### src/rtl/core/xbm_pkg.sv
// ----------------------------------------------------------------------------
// xbm_pkg
// Types and constants shared by the bitmap pixel expander modules.
// ----------------------------------------------------------------------------
package xbm_pkg;

  localparam int CFG_IDX_W  = 3;
  localparam int CFG_DATA_W = 16;
  // Width used for size comparisons; holds any width or height limit up to 1024.
  localparam int DIM_W      = 11;

  localparam logic [CFG_IDX_W-1:0] CFG_ORIGIN_X      = 3'd0;
  localparam logic [CFG_IDX_W-1:0] CFG_ORIGIN_Y      = 3'd1;
  localparam logic [CFG_IDX_W-1:0] CFG_BITMAP_WIDTH  = 3'd2;
  localparam logic [CFG_IDX_W-1:0] CFG_BITMAP_HEIGHT = 3'd3;
  localparam logic [CFG_IDX_W-1:0] CFG_PIXEL_COLOR   = 3'd4;

  localparam logic [8:0]  WIDTH_RESET  = 9'd8;
  localparam logic [8:0]  HEIGHT_RESET = 9'd8;
  localparam logic [15:0] COLOR_RESET  = 16'h94ac;

  typedef struct packed {
    logic [7:0] bitmap_byte;
    logic       first_of_image;
  } xbm_in_t;

  typedef struct packed {
    logic signed [15:0] pixel_x;
    logic signed [15:0] pixel_y;
    logic [15:0]        draw_color;
    logic               last_of_byte;
    logic               last_of_image;
  } xbm_out_t;

  // One classified byte waiting for expansion.
  typedef struct packed {
    logic [7:0]  byte_mask;
    logic [15:0] base_x;
    logic [15:0] pixel_y;
    logic [15:0] color;
    logic        last_img;
  } xbm_job_t;

  typedef struct packed {
    logic valid;
    logic full;
  } xbm_q_stat_t;

endpackage

### src/rtl/core/xbm_front.sv
// ----------------------------------------------------------------------------
// xbm_front
// Holds the configuration and the bitmap position; classifies each accepted
// byte and hands bytes with set bits that fall inside the image to the queue.
// ----------------------------------------------------------------------------
module xbm_front #(
  parameter int MAX_WIDTH  = 256,
  parameter int MAX_HEIGHT = 256
) (
  input  logic                            clk,
  input  logic                            rst,
  input  logic                            cfg_valid,
  input  logic [xbm_pkg::CFG_IDX_W-1:0]   cfg_index,
  input  logic [xbm_pkg::CFG_DATA_W-1:0]  cfg_data,
  input  logic                            accept,
  input  xbm_pkg::xbm_in_t                item,
  output logic                            enq,
  output xbm_pkg::xbm_job_t               job
);
  import xbm_pkg::*;

  localparam int MAX_STRIDE = (MAX_WIDTH + 7) / 8;
  localparam int COL_W      = (MAX_STRIDE > 1) ? $clog2(MAX_STRIDE) : 1;
  localparam int ROW_W      = (MAX_HEIGHT > 1) ? $clog2(MAX_HEIGHT) : 1;

  logic signed [15:0] origin_x;
  logic signed [15:0] origin_y;
  logic [8:0]         bitmap_width;
  logic [8:0]         bitmap_height;
  logic [15:0]        pixel_color;

  logic [COL_W-1:0]   byte_column;
  logic [ROW_W-1:0]   pixel_row;
  logic               image_done;

  logic [COL_W-1:0]   col_cur;
  logic [ROW_W-1:0]   row_cur;
  logic               done_cur;
  logic [DIM_W-1:0]   w_ext, h_ext, w_eff, h_eff, stride;
  logic               skip, last_col, last_img;

  always_ff @(posedge clk) begin
    if (rst) begin
      origin_x      <= '0;
      origin_y      <= '0;
      bitmap_width  <= WIDTH_RESET;
      bitmap_height <= HEIGHT_RESET;
      pixel_color   <= COLOR_RESET;
    end else if (cfg_valid) begin
      case (cfg_index)
        CFG_ORIGIN_X:      origin_x      <= cfg_data;
        CFG_ORIGIN_Y:      origin_y      <= cfg_data;
        CFG_BITMAP_WIDTH:  bitmap_width  <= cfg_data[8:0];
        CFG_BITMAP_HEIGHT: bitmap_height <= cfg_data[8:0];
        CFG_PIXEL_COLOR:   pixel_color   <= cfg_data;
        default: ;
      endcase
    end
  end

  always_comb begin
    col_cur  = item.first_of_image ? '0 : byte_column;
    row_cur  = item.first_of_image ? '0 : pixel_row;
    done_cur = item.first_of_image ? 1'b0 : image_done;

    w_ext  = DIM_W'(bitmap_width);
    h_ext  = DIM_W'(bitmap_height);
    w_eff  = (w_ext > DIM_W'(MAX_WIDTH)) ? DIM_W'(MAX_WIDTH) : w_ext;
    h_eff  = (h_ext > DIM_W'(MAX_HEIGHT)) ? DIM_W'(MAX_HEIGHT) : h_ext;
    stride = (w_eff + DIM_W'(7)) >> 3;

    skip     = done_cur || (stride == '0) || (h_eff == '0);
    last_col = (DIM_W'(col_cur) + DIM_W'(1)) >= stride;
    last_img = last_col && ((DIM_W'(row_cur) + DIM_W'(1)) >= h_eff);

    enq = accept && !skip && (item.bitmap_byte != '0);

    job.byte_mask = item.bitmap_byte;
    job.base_x    = 16'({col_cur, 3'b000}) + $unsigned(origin_x);
    job.pixel_y   = 16'(row_cur) + $unsigned(origin_y);
    job.color     = pixel_color;
    job.last_img  = last_img;
  end

  always_ff @(posedge clk) begin
    if (rst) begin
      byte_column <= '0;
      pixel_row   <= '0;
      image_done  <= 1'b0;
    end else if (accept) begin
      byte_column <= col_cur;
      pixel_row   <= row_cur;
      image_done  <= done_cur;
      if (!skip) begin
        if (last_img) begin
          image_done <= 1'b1;
        end else if (last_col) begin
          byte_column <= '0;
          pixel_row   <= row_cur + ROW_W'(1);
        end else begin
          byte_column <= col_cur + COL_W'(1);
        end
      end
    end
  end

endmodule

### src/rtl/core/xbm_queue.sv
// ----------------------------------------------------------------------------
// xbm_queue
// Two-entry queue of classified bytes between the front and the back end.
// ----------------------------------------------------------------------------
module xbm_queue (
  input  logic                   clk,
  input  logic                   rst,
  input  logic                   wr,
  input  xbm_pkg::xbm_job_t      wr_job,
  input  logic                   rd,
  output xbm_pkg::xbm_job_t      head,
  output xbm_pkg::xbm_q_stat_t   stat
);
  import xbm_pkg::*;

  localparam int DEPTH = 2;
  localparam int PTR_W = $clog2(DEPTH);
  localparam int CNT_W = $clog2(DEPTH + 1);

  xbm_job_t           entries [DEPTH];
  logic [PTR_W-1:0]   wr_ptr, rd_ptr;
  logic [CNT_W-1:0]   count;
  logic               do_wr, do_rd;

  assign stat.valid = (count != '0);
  assign stat.full  = (count == CNT_W'(DEPTH));
  assign do_wr      = wr && !stat.full;
  assign do_rd      = rd && stat.valid;
  assign head       = entries[rd_ptr];

  always_ff @(posedge clk) begin
    if (do_wr) begin
      entries[wr_ptr] <= wr_job;
    end
  end

  always_ff @(posedge clk) begin
    if (rst) begin
      wr_ptr <= '0;
      rd_ptr <= '0;
      count  <= '0;
    end else begin
      if (do_wr) begin
        wr_ptr <= (wr_ptr == PTR_W'(DEPTH - 1)) ? '0 : wr_ptr + PTR_W'(1);
      end
      if (do_rd) begin
        rd_ptr <= (rd_ptr == PTR_W'(DEPTH - 1)) ? '0 : rd_ptr + PTR_W'(1);
      end
      case ({do_wr, do_rd})
        2'b10:   count <= count + CNT_W'(1);
        2'b01:   count <= count - CNT_W'(1);
        default: ;
      endcase
    end
  end

endmodule

### src/rtl/core/xbm_back.sv
// ----------------------------------------------------------------------------
// xbm_back
// Expands one queued byte into pixel writes, lowest set bit first, one
// pixel per transfer on the result side.
// ----------------------------------------------------------------------------
module xbm_back (
  input  logic                   clk,
  input  logic                   rst,
  input  xbm_pkg::xbm_q_stat_t   q_stat,
  input  xbm_pkg::xbm_job_t      head,
  output logic                   deq,
  input  logic                   pop,
  output logic                   empty,
  output xbm_pkg::xbm_out_t      result
);
  import xbm_pkg::*;

  xbm_job_t   job;
  logic [7:0] mask;
  logic [7:0] rest;
  logic [2:0] bit_idx;
  logic       active, take, load;

  function automatic logic [2:0] low_index(input logic [7:0] m);
    logic [2:0] idx;
    idx = '0;
    for (int i = 7; i >= 0; i--) begin
      if (m[i]) idx = 3'(i);
    end
    return idx;
  endfunction

  always_comb begin
    active  = (mask != '0);
    rest    = mask & (mask - 8'd1);
    bit_idx = low_index(mask);
    take    = pop && active;
    // The working register refills when it is idle or its last pixel leaves.
    load    = q_stat.valid && (!active || (take && (rest == '0)));
    deq     = load;
    empty   = !active;

    result.pixel_x       = job.base_x + 16'(bit_idx);
    result.pixel_y       = job.pixel_y;
    result.draw_color    = job.color;
    result.last_of_byte  = (rest == '0);
    result.last_of_image = job.last_img;
  end

  always_ff @(posedge clk) begin
    if (load) begin
      job <= head;
    end
  end

  always_ff @(posedge clk) begin
    if (rst) begin
      mask <= '0;
    end else if (load) begin
      mask <= head.byte_mask;
    end else if (take) begin
      mask <= rest;
    end
  end

endmodule

### src/rtl/core/xbm_bitmap_pixel_expander_top.sv
// ----------------------------------------------------------------------------
// xbm_bitmap_pixel_expander_top
// Expands a row-major monochrome bitmap, one byte per transfer, into
// coloured pixel writes at the configured origin.
// ----------------------------------------------------------------------------
// A byte is taken in every cycle while the two-entry job queue has room; the
// result side gives one pixel per cycle while pop is high, so a byte with k
// set bits gives k pixels (1 to 8) and a zero byte is not queued at all.
// The sustained rate is set by that one-pixel-per-cycle emitter, loading the
// next queued byte as the last pixel of one leaves. There is no start-up sweep;
// the block takes bytes right after reset. cfg_ready is always high.
module xbm_bitmap_pixel_expander_top #(
  parameter int MAX_WIDTH  = 256,
  parameter int MAX_HEIGHT = 256
) (
  input  logic                            clk,
  input  logic                            rst,
  input  logic                            cfg_valid,
  output logic                            cfg_ready,
  input  logic [xbm_pkg::CFG_IDX_W-1:0]   cfg_index,
  input  logic [xbm_pkg::CFG_DATA_W-1:0]  cfg_data,
  input  logic                            push,
  output logic                            full,
  input  xbm_pkg::xbm_in_t                item,
  output logic                            empty,
  input  logic                            pop,
  output xbm_pkg::xbm_out_t               result
);
  import xbm_pkg::*;

  logic        accept;
  logic        enq, deq;
  xbm_job_t    job, head;
  xbm_q_stat_t q_stat;

  assign cfg_ready = 1'b1;
  assign full      = q_stat.full;
  assign accept    = push && !full;

  xbm_front #(
    .MAX_WIDTH  (MAX_WIDTH),
    .MAX_HEIGHT (MAX_HEIGHT)
  ) u_front (
    .clk       (clk),
    .rst       (rst),
    .cfg_valid (cfg_valid),
    .cfg_index (cfg_index),
    .cfg_data  (cfg_data),
    .accept    (accept),
    .item      (item),
    .enq       (enq),
    .job       (job)
  );

  xbm_queue u_queue (
    .clk    (clk),
    .rst    (rst),
    .wr     (enq),
    .wr_job (job),
    .rd     (deq),
    .head   (head),
    .stat   (q_stat)
  );

  xbm_back u_back (
    .clk    (clk),
    .rst    (rst),
    .q_stat (q_stat),
    .head   (head),
    .deq    (deq),
    .pop    (pop),
    .empty  (empty),
    .result (result)
  );

  // A byte that still has pixels to give keeps the result side busy.
  a_byte_continues: assert property (@(posedge clk) disable iff (rst)
    (!empty && pop && !result.last_of_byte) |=> !empty)
    else $error("result side went empty in the middle of a byte");

  // Pixels of one byte share a row.
  a_same_row: assert property (@(posedge clk) disable iff (rst)
    (!empty && pop && !result.last_of_byte) |=> (result.pixel_y == $past(result.pixel_y)))
    else $error("row changed within one byte");

  // The front never offers a job to a full queue.
  a_no_overflow: assert property (@(posedge clk) disable iff (rst)
    !(enq && q_stat.full))
    else $error("job written into a full queue");

endmodule

### config.mk
export PLATFORM = sky130hd
export DESIGN_NAME = xbm_bitmap_pixel_expander_top
export DESIGN_NICKNAME = d
export VERILOG_FILES = /design/src/rtl/core/xbm_pkg.sv /design/src/rtl/core/xbm_front.sv /design/src/rtl/core/xbm_queue.sv /design/src/rtl/core/xbm_back.sv /design/src/rtl/core/xbm_bitmap_pixel_expander_top.sv
export SDC_FILE = /design/constraint.sdc
export NUM_CORES = 1
export LEC_CHECK = 0
export BUFFER_PORTS_ARGS = -buffer_cell sky130_fd_sc_hd__buf_2
export CAP_MARGIN = 20
export CORE_MARGIN = 4
export CORE_UTILIZATION = 60
export DETAILED_ROUTE_END_ITERATION = 12
export PLACE_DENSITY = 0.8
export SYNTH_ARGS = -nofsm -noshare
export SYNTH_HDL_FRONTEND = slang
export SYNTH_SLANG_ARGS = --single-unit
### constraint.sdc
create_clock -name clk -period 4.4 [get_ports clk]
set_input_delay 0.44 -clock clk [delete_from_list [all_inputs] [get_ports clk]]
set_output_delay 0.44 -clock clk [all_outputs]
set_load 0.03 [all_outputs]
==> results of run 1 <==
-- Yosys cell counts, types with 2 or more instances --
master and instances:
nand2_1 176, o2111ai_1 3, xnor2_1 37, and3_1 13, o211a_1 2, a221oi_1 5, fa_1 3, or3_1 5
clkbuf_1 32, a21oi_1 80, o21a_1 8, nor2b_1 16, dfxtp_1 93, a31oi_1 5, buf_4 34, buf_1 2
o21ai_0 23, edfxtp_1 163, nand3b_1 12, o211ai_1 4, a211oi_1 3, and2_1 5, mux2_2 57, or2_2 3
xor2_1 16, nand4_1 6, nor2_1 46, a211o_1 2, inv_1 25, a22oi_1 5, a21o_1 4, nor3_1 15
nand2b_1 9, nand3_1 21, ha_1 34, o31ai_1 2, nor4_1 6
-- cells in the final DEF (no fill, tap or decap), types with 23 or more instances in the layout --
cell type and instances:
buf_2 84, ha_1 34, xnor2_1 37, clkbuf_16 27
o21ai_0 23, edfxtp_1 163, mux2_2 57, dfxtp_1 92
inv_1 25, nand2_1 176, a21oi_1 80, nor2_1 44
-- cell families after synthesis --
group,Yosys count
other cells,1
fa+ha+maj,38
flops,256
buf+inv,96
compound gates,155
xor+xnor,53
simple gates,340
mux,58
-- power by group --
part,total [mW],switching (mW),internal [mW]
Sequential,3.47,0.256,3.21
Combinational,2.69,1.84,0.848
Clock,2.09,0.876,1.22
Total,8.25,2.98,5.28
-- layer usage --
| layer | vias up | track usage, % | routed length [um] |
|---|---|---|---|
| met4 | 0 | 5.223 | 448 |
| met2 | 213 | 39.64 | 11810 |
| li1 | 3603 | - | - |
| met1 | 3590 | 29.39 | 9896 |
| met5 | - | 0 | 0 |
| met3 | 33 | 3.301 | 1459 |
-- layout make-up --
type	count	area (um2)
clock buffers	35	725.7
multi-input cells	645	4120
inverters	26	97.59
flip-flops and latches	256	6758
well taps	234	292.8
clock inverters	13	95.09
repair buffers	92	505.5
fillers	1406	6048
-- flip-flops by register name (all words and copies together) (netlist names), 2 cells and up, named ones only --
signal / cells
u_queue.entries: 114
u_back.result: 33
u_back.job: 16
u_front.origin_x: 16
u_front.origin_y: 16
u_front.pixel_color: 16
u_front.bitmap_height: 9
u_front.bitmap_width: 9
u_back.mask: 8
u_front.pixel_row: 8
u_front.byte_column: 5
u_queue.count: 2
-- worst register-to-register path: stages (launching register included) --
cell and delay (ns):
dfxtp_1 0.43, nor2b_1 0.21, ha_1 0.27, and3_1 0.23, nand3_1 0.15, xnor2_1 0.17, ha_1 0.31, o21ai_0 0.07
o21ai_0 0.17, a21oi_1 0.12, o31ai_1 0.58, o21ai_0 0.19, a211oi_1 0.25
-- final timing paths --
check | depth (start not counted) | slack [ns] | endpoint
min reg2reg | 0 | 0.45 | u_queue.entries[1][35]
max reg2reg | 12 | 1.17 | u_front.byte_column[2]
min | 1 | 0.12 | u_queue.entries[1][50]
max | 11 | 0.55 | result[45]
==> impl_metrics.yaml, run 1 <==
critical_path:
  max_stage_delay_ns: 0.50
  required_ns: 3.96
  r2r_start: "u_front.pixel_row[0]"
  critPathMaxFanout: 9
  path_buf_inv: 2
  startpoint: "u_back.mask[4]"
  start_kind: "flip-flop"
  cp.arrival_ns: 3.41
  endpoint_kind: "primary output"
  slowest_stage: "dfxtp_1"
  criticalPathCategory: "flip-flop to primary output"
  path_cells: "nor3_1, o31ai_1, inv_1, ha_1, a21o_1, a21oi_1, nor2_1, and3_1, nand3_1, xnor2_1, buf_2"
  cp_top_family: "compound AO/OA/AOI/OAI gates"
grt:
  grt.total_usage_pct: 22.39
  grt_pass1_vias: 7524
  grt_max_degree: 51
  grt_pass1_wl_mm: 38.63
  overflow: 0
  antenna_found_initial: 0
cells_and_area:
  area_growth_pct: 10.90
  final_area_um2: 12590
  fin_nets: 1117
  stdcell_count: 1301
  antenna_cells: 0
  drive_gt1_share_pct: 18.56
  post-route-util_pct: 67.56
floorplan:
  dieArea_um2: 21190
  io_pins: 86
  start_util_pct: 60.92
  core-area_um2: 18640
  rows: 50
  dieWidth_um: 145.6
  die_y_um: 145.6
logic_synthesis:
  synth-seq-cells: 256
  ys_seq_area_share_pct: 59.49
  ys_top_cells_by_area: "edfxtp_1 43%, dfxtp_1 16%, nand2_1 5.8%"
  syn_inst: 997
  avgSynthCellArea_um2: 11.39
  ys_async_sr_fraction_pct: 0
  syn_nets: 1067
  synth_cell_types: 59
  synth-simple-area-share_pct: 13.69
  netlist_area_um2: 11360
  synth_top_family_by_area: "simple AND/OR/NAND/NOR gates"
  synth_enable_flop_cells: 163
  yosysTopAreaCellShare_pct: 43.10
  synth_compound_area_share_pct: 8.219
  synthFlopType: "edfxtp_1"
  yosysTopAreaCell: "edfxtp_1"
  yosysWarnings: 0
  synth_fa_ha_area_share_pct: 4.363
  synthMuxAreaShare_pct: 5.740
  synth-xor-area-share_pct: 4.087
routing:
  drt_iter0_drc: 482
  wl_per_cell_um: 18.15
  drc: 0
  num_vias: 7439
  viasPerCell: 5.718
  dr.pass1.iters: 5
  postRouteAntennaNets: 0
  wirelength_mm: 23.62
place:
  postPlaceCellArea_um2: 11770
  place_ws_ns: 0.7816
  hpwlAfterDp_mm: 15.98
  place.gp.congestion: 0.9075
  dpl.cell_count: 1253
  portBuffers: 84
flow_run:
  cap_violations: 0
hold_path:
  min_path_type: "input port to flip-flop"
  hold_path.startpoint: "item[2]"
clock_network:
  cts_tree: "yes"
  htree_levels: 1
  post_cts_buffers: 0
  clkLatencyLatePin_ns: 0.52
  cts_made_buffers: 26
  cts_root_buf: "clkbuf_16"
  clkSinkCount: 256
  cts_max_path_buffers: 3
  path_clk_slew_ns: 0.06
  cts_repair_resize_count: 0
  holdBufCountCts: 0
sta:
  worst_slack_ns: 0.5519
  post-route-min-period_ns: 3.848
  worst_hold_slack_ns: 0.1244
  setup_viol: 0
  fin_crit_sh_pct: 87.46
  max_freq_mhz: 259.9
  finalHoldViolations: 0
  rsz0062_at_grt: "false"
  finalMaxSlewViolations: 0
  fin_setup_tns_ns: 0
  relSlewSlack_pct: 37.71
  fin_worst_skew_ns: 0.01047
  tightest_slew_ns: 0.9344
power_and_ir_drop:
  leakagePower_nw: 4.691
  power.density_nw_per_um2: 655.2
  power_mw: 8.252
  ir_drop_mv: 0.3660
outcome:
  outcome: "finished clean"
Power figures use the tool's default switching activity.
==> inputs of run 2 (changes only) <==
--- a/config.mk
+++ b/config.mk
@@ -8,9 +8,9 @@
 export BUFFER_PORTS_ARGS = -buffer_cell sky130_fd_sc_hd__buf_2
 export CAP_MARGIN = 20
 export CORE_MARGIN = 4
-export CORE_UTILIZATION = 60
+export CORE_UTILIZATION = 54
 export DETAILED_ROUTE_END_ITERATION = 12
-export PLACE_DENSITY = 0.8
+export PLACE_DENSITY = 0.73
 export SYNTH_ARGS = -nofsm -noshare
 export SYNTH_HDL_FRONTEND = slang
 export SYNTH_SLANG_ARGS = --single-unit
==> run 2 against run 1 <==
  * Hold slack worse by 0.012 ns
  * Sequential power about the same
  * Clock-buffer cell count up 3
  * Combinational power about the same
  * Largest cell class unchanged
  * Largest power group unchanged
==> impl_metrics.yaml, run 2 (same netlist as run 1, synthesis figures left out) <==
power_and_ir_drop:
  power.density_nw_per_um2: 643.7
  ir_drop_mv: 0.6963
  leakagePower_nw: 4.630
grt:
  met2_usage_pct: 33.76
  overflow: 0
  antenna_found_initial: 0
  grt_use_met1_pct: 23.53
  grt.total_usage_pct: 19.08
  grt_max_degree: 58
  busiest_layer: "met2"
  grt_pass1_wl_mm: 36.20
  globalRouteMet3Util_pct: 3.025
  grt_pass1_vias: 7185
place:
  portBuffers: 84
  place.gp.congestion: 0.8618
  postPlaceCellArea_um2: 11780
  hpwlAfterDp_mm: 15.29
cells_and_area:
  area_growth_pct: 10.47
  most-common-layout-cells: "176 x nand2_1, 163 x edfxtp_1, 92 x dfxtp_1"
  final_common_cell: "nand2_1"
  max_flop_register: "u_queue.entries"
  drive_gt1_share_pct: 17.65
  num-fill-cells: 1648
  antenna_cells: 0
  post-route-util_pct: 61.41
  largest_reg_flops: 114
  final_area_um2: 12550
  fin_nets: 1115
critical_path:
  reg2regPathDepth: 12
  critPathMaxFanout: 9
  criticalPathCategory: "flip-flop to primary output"
  start_kind: "flip-flop"
  max_stage_delay_ns: 0.49
  slowest_stage: "dfxtp_1"
  path_cells: "nor3_1, o31ai_1, inv_1, ha_1, a21o_1, a21oi_1, nor2_1, and3_1, nand3_1, xnor2_1, buf_2"
  required_ns: 3.96
  endpoint_kind: "primary output"
  cp.arrival_ns: 3.39
clock_network:
  cts_max_path_buffers: 3
  clkSinkCount: 256
  htree_levels: 1
  clkLatencyLatePin_ns: 0.53
  cts_root_buf: "clkbuf_16"
  post_cts_buffers: 0
  path_clk_slew_ns: 0.06
  cts_tree: "yes"
  cts_made_buffers: 26
  cts_repair_resize_count: 0
  holdBufCountCts: 0
sta:
  relSlewSlack_pct: 41.26
  setup_viol: 0
  tightest_slew_ns: 0.8811
  fin_worst_skew_ns: 0.02563
  finalMaxSlewViolations: 0
  fin_crit_sh_pct: 87.16
  fin_setup_tns_ns: 0
  max_freq_mhz: 260.8
  post-route-min-period_ns: 3.835
  worst_hold_slack_ns: 0.1119
  finalHoldViolations: 0
  rsz0062_at_grt: "false"
routing:
  drc: 0
  wl_per_cell_um: 17.15
  num_vias: 7428
  postRouteAntennaNets: 0
  dr.pass1.iters: 5
  drt_iter0_drc: 431
  wirelength_mm: 22.90
  viasPerCell: 5.564
floorplan:
  core-area_um2: 20430
  die_y_um: 153.0
  io_pins: 86
  dieArea_um2: 23420
  start_util_pct: 55.59
  dieWidth_um: 153.0
  rows: 52
hold_path:
  holdPathStages: 1
  min_path_type: "input port to flip-flop"
outcome:
  outcome: "finished clean"
flow_run:
  cap_violations: 0
-- run 2: changes by cell type in the layout (fill, tap and decap cells not counted), sizes merged --
cell / delta
clkinv: -3
clkbuf: +3
buf: -2
bufinv: -1
clkinvlp: +1
-- run 2: area by class of cell --
cell class | instances | area, um2 | share of cell area (%)
repair buffers | 90 | 478.0 | 3.810
inverters | 26 | 97.59 | 0.7779
multi-input cells | 645 | 4120 | 32.84
clock buffers | 38 | 695.7 | 5.545
flip-flops and latches | 256 | 6758 | 53.86
well taps | 270 | 337.8 | 2.693
clock inverters | 10 | 58.81 | 0.4687
-- run 2: path summary, 6_finish.rpt --
kind,slack (ns),to,startpoint
max,0.57,result[45],u_back.mask[4]
min,0.11,u_queue.entries[1][54],item[6]
max reg2reg,0.81,u_front.byte_column[2],u_front.pixel_row[0]
min reg2reg,0.45,u_queue.entries[1][33],u_front.origin_x[0]
-- run 2: metal layers --
| metal | vias to the layer above | wire [um] |
|---|---|---|
| li1 | 3612 | - |
| met1 | 3574 | 9415 |
| met2 | 190 | 11420 |
| met3 | 52 | 1223 |
| met4 | 0 | 841 |
| met5 | - | 0 |
-- run 2: worst max-delay path: cells and delay by family, from the launching register on --
family / cells / cell delay [ns]
XOR/XNOR: 1 / 0.11
AND/OR/NAND/NOR: 4 / 0.69
adder cells (fa/ha/maj): 1 / 0.27
buffers and inverters: 2 / 0.30
flip-flops: 1 / 0.49
AO/OA/AOI/OAI: 3 / 0.99
-- run 2: where the power goes --
group	internal (mW)	total (mW)	switching (mW)
clock	1.10	1.96	0.866
combinational	0.852	2.67	1.82
sequential	3.21	3.44	0.231
total	5.16	8.08	2.91
-- run 2: through the flow --
| stage | instances | power, mW | setup WS [ns] |
|---|---|---|---|
| 3_3_place_gp | 1286 | 6.153 | 0.7982 |
| 2_1_floorplan | 997 | 5.597 | 0.4321 |
| 4_1_cts | 1334 | 8.183 | 0.4359 |
| 6_report | 1335 | 8.075 | 0.5650 |
| 5_1_grt | 1335 | 8.496 | 0.2880 |
| 3_5_place_dp | 1286 | 6.209 | 0.7008 |
==> inputs of run 3 (changes only) <==
==> constraint.sdc (replaced) <==
create_clock -name clk -period 4.4 [get_ports clk]
set_input_delay 0.22 -clock clk [delete_from_list [all_inputs] [get_ports clk]]
set_output_delay 0.22 -clock clk [all_outputs]
set_load 0.03 [all_outputs]
==> run 3 against run 2 <==
  * Setup slack improved by 0.17 ns
  * Combinational power about the same
  * Clock-buffer cell count shrank 5
  * Largest power group unchanged
  * Utilization rose by 1.2 points
  * Final cell count up 1.1%
  * Sequential cell count did not move
  * Clock skew shrank 0.012 ns
  * Power is 2.9% higher
  * Critical path depth did not move
  * Via count down 0.89%
  * Sequential share of layout area decreased by 1.0 points
  * Non-clock buffer count grew 15
==> impl_metrics.yaml, run 3 (same netlist as run 1, synthesis figures left out) <==
outcome:
  outcome: "finished clean"
sta:
  tightest_slew_ns: 0.8757
  finalHoldViolations: 0
  post-route-min-period_ns: 3.662
  max_freq_mhz: 273.1
  finalMaxSlewViolations: 0
  fin_worst_skew_ns: 0.01411
  fin_crit_sh_pct: 83.23
  fin_setup_tns_ns: 0
  relSlewSlack_pct: 41.48
  setup_viol: 0
  rsz0062_at_grt: "false"
routing:
  viasPerCell: 5.453
  wl_per_cell_um: 17.01
  drc: 0
  postRouteAntennaNets: 0
  wirelength_mm: 22.97
  dr.pass1.iters: 4
  drt_iter0_drc: 397
  num_vias: 7362
clock_network:
  cts_repair_resize_count: 0
  path_clk_slew_ns: 0.06
  htree_levels: 1
  holdBufCountCts: 15
  cts_root_buf: "clkbuf_16"
  clkLatencyLatePin_ns: 0.52
  cts_tree: "yes"
  cts_made_buffers: 26
  post_cts_buffers: 0
  cts_max_path_buffers: 3
  clkSinkCount: 256
floorplan:
  dieArea_um2: 23420
  io_pins: 86
  die_y_um: 153.0
  start_util_pct: 55.59
  rows: 52
  dieWidth_um: 153.0
  core-area_um2: 20430
power_and_ir_drop:
  p_int_mw: 5.356
  ir_drop_mv: 0.6150
  p_switching_mw: 2.949
  p_comb_share_pct: 32.2
  pwr-share-clk_pct: 26.3
  p_seq_share_pct: 41.5
  leakagePower_nw: 4.746
  p_sw_share_pct: 35.51
  power.density_nw_per_um2: 649.1
cells_and_area:
  drive_gt1_share_pct: 17.96
  fin_nets: 1130
  num-fill-cells: 1640
  max_flop_register: "u_queue.entries"
  antenna_cells: 0
  most-common-layout-cells: "176 x nand2_1, 163 x edfxtp_1, 92 x dfxtp_1"
  area_growth_pct: 12.66
  largest_reg_flops: 114
  final_common_cell: "nand2_1"
  final_area_um2: 12790
place:
  place.gp.congestion: 0.8705
  postPlaceCellArea_um2: 11780
  portBuffers: 84
  hpwlAfterDp_mm: 15.33
critical_path:
  cp.arrival_ns: 3.44
  slowest_stage: "a21oi_1"
  path_buf_inv: 2
  cp_top_family: "compound AO/OA/AOI/OAI gates"
  critPathMaxFanout: 9
  path_cells: "nor3_1, o31ai_1, inv_1, ha_1, a21o_1, a21oi_1, nor2_1, and3_1, nand3_1, xnor2_1, buf_2"
  max_stage_delay_ns: 0.50
  start_kind: "flip-flop"
  required_ns: 4.18
  endpoint_kind: "primary output"
  criticalPathCategory: "flip-flop to primary output"
grt:
  grt_pass1_vias: 7199
  antenna_found_initial: 0
  overflow: 0
  grt_max_degree: 58
  grt_pass1_wl_mm: 37.29
  grt.total_usage_pct: 19.34
flow_run:
  cap_violations: 0
hold_path:
  min_path_type: "input port to flip-flop"
## run 3: cell types whose count changed in the layout (fill, tap and decap cells not counted)
cell | before | now
clkbuf_1 | 12 | 6
dlygate4sd3_1 | 0 | 15
clkinv_8 | 1 | 0
clkinv_2 | 4 | 5
clkbuf_16 | 26 | 27
bufinv_16 | 0 | 3
clkinv_4 | 0 | 1
inv_6 | 0 | 1
## run 3: worst min-delay path: stages
cell and delay [ns]:
buf_2 0.15, nand2_1 0.07, a21oi_1 0.05
## run 3: stage by stage
| step | power, mW | utilization, % | hold WS, ns | worst slack [ns] | instances |
|---|---|---|---|---|---|
| 2_1_floorplan | 5.597 | - | 0.3189 | 0.6376 | 997 |
| 3_3_place_gp | 6.120 | 57.68 | 0.4224 | 1.002 | 1286 |
| 3_5_place_dp | 6.206 | 57.68 | 0.4268 | 1.014 | 1286 |
| 4_1_cts | 8.397 | 62.59 | 0.003987 | 0.6738 | 1349 |
| 5_1_grt | 8.727 | 62.63 | 0.01223 | 0.5037 | 1350 |
| 6_report | 8.306 | 62.63 | 0.02633 | 0.7377 | 1350 |
## run 3: layout make-up
class                           count  area [um2]  share of cell area (%)
Clock buffer                       33       698.2                   5.457
Clock inverter                     15       155.1                   1.213
Inverter                           26       97.59                  0.7628
Multi-Input combinational cell    645        4120                   32.20
Sequential cell                   256        6758                   52.82
Tap cell                          270       337.8                   2.640
Timing Repair Buffer              105       628.1                   4.909
## run 3: power groups by stage
stage / sequential, mW / clock (mW) / combinational, mW
2_1_floorplan: 3.42 / 0 / 2.18
3_3_place_gp: 3.47 / 0 / 2.65
3_5_place_dp: 3.50 / 0 / 2.71
4_1_cts: 3.45 / 2.23 / 2.72
5_1_grt: 3.50 / 2.33 / 2.89
6_report: 3.45 / 2.19 / 2.67
## run 3: worst paths after layout
kind,endpoint,from,cells past startpoint,slack (ns)
setup / recovery,result[45],u_back.mask[4],11,0.74
hold / removal,u_front.origin_y[10],cfg_data[10],3,0.03
setup reg to reg,u_front.pixel_row[6],u_front.pixel_row[0],12,0.98
hold reg to reg,u_queue.entries[1][8],u_front.pixel_color[7],0,0.45
## run 3: routing by layer
layer	vias to the layer above	wire length, um	GRT usage [%]
li1	3636	-	-
met1	3525	9837	25.54
met2	159	11450	33.76
met3	42	1127	2.516
met4	0	558	5.303
met5	-	0	0
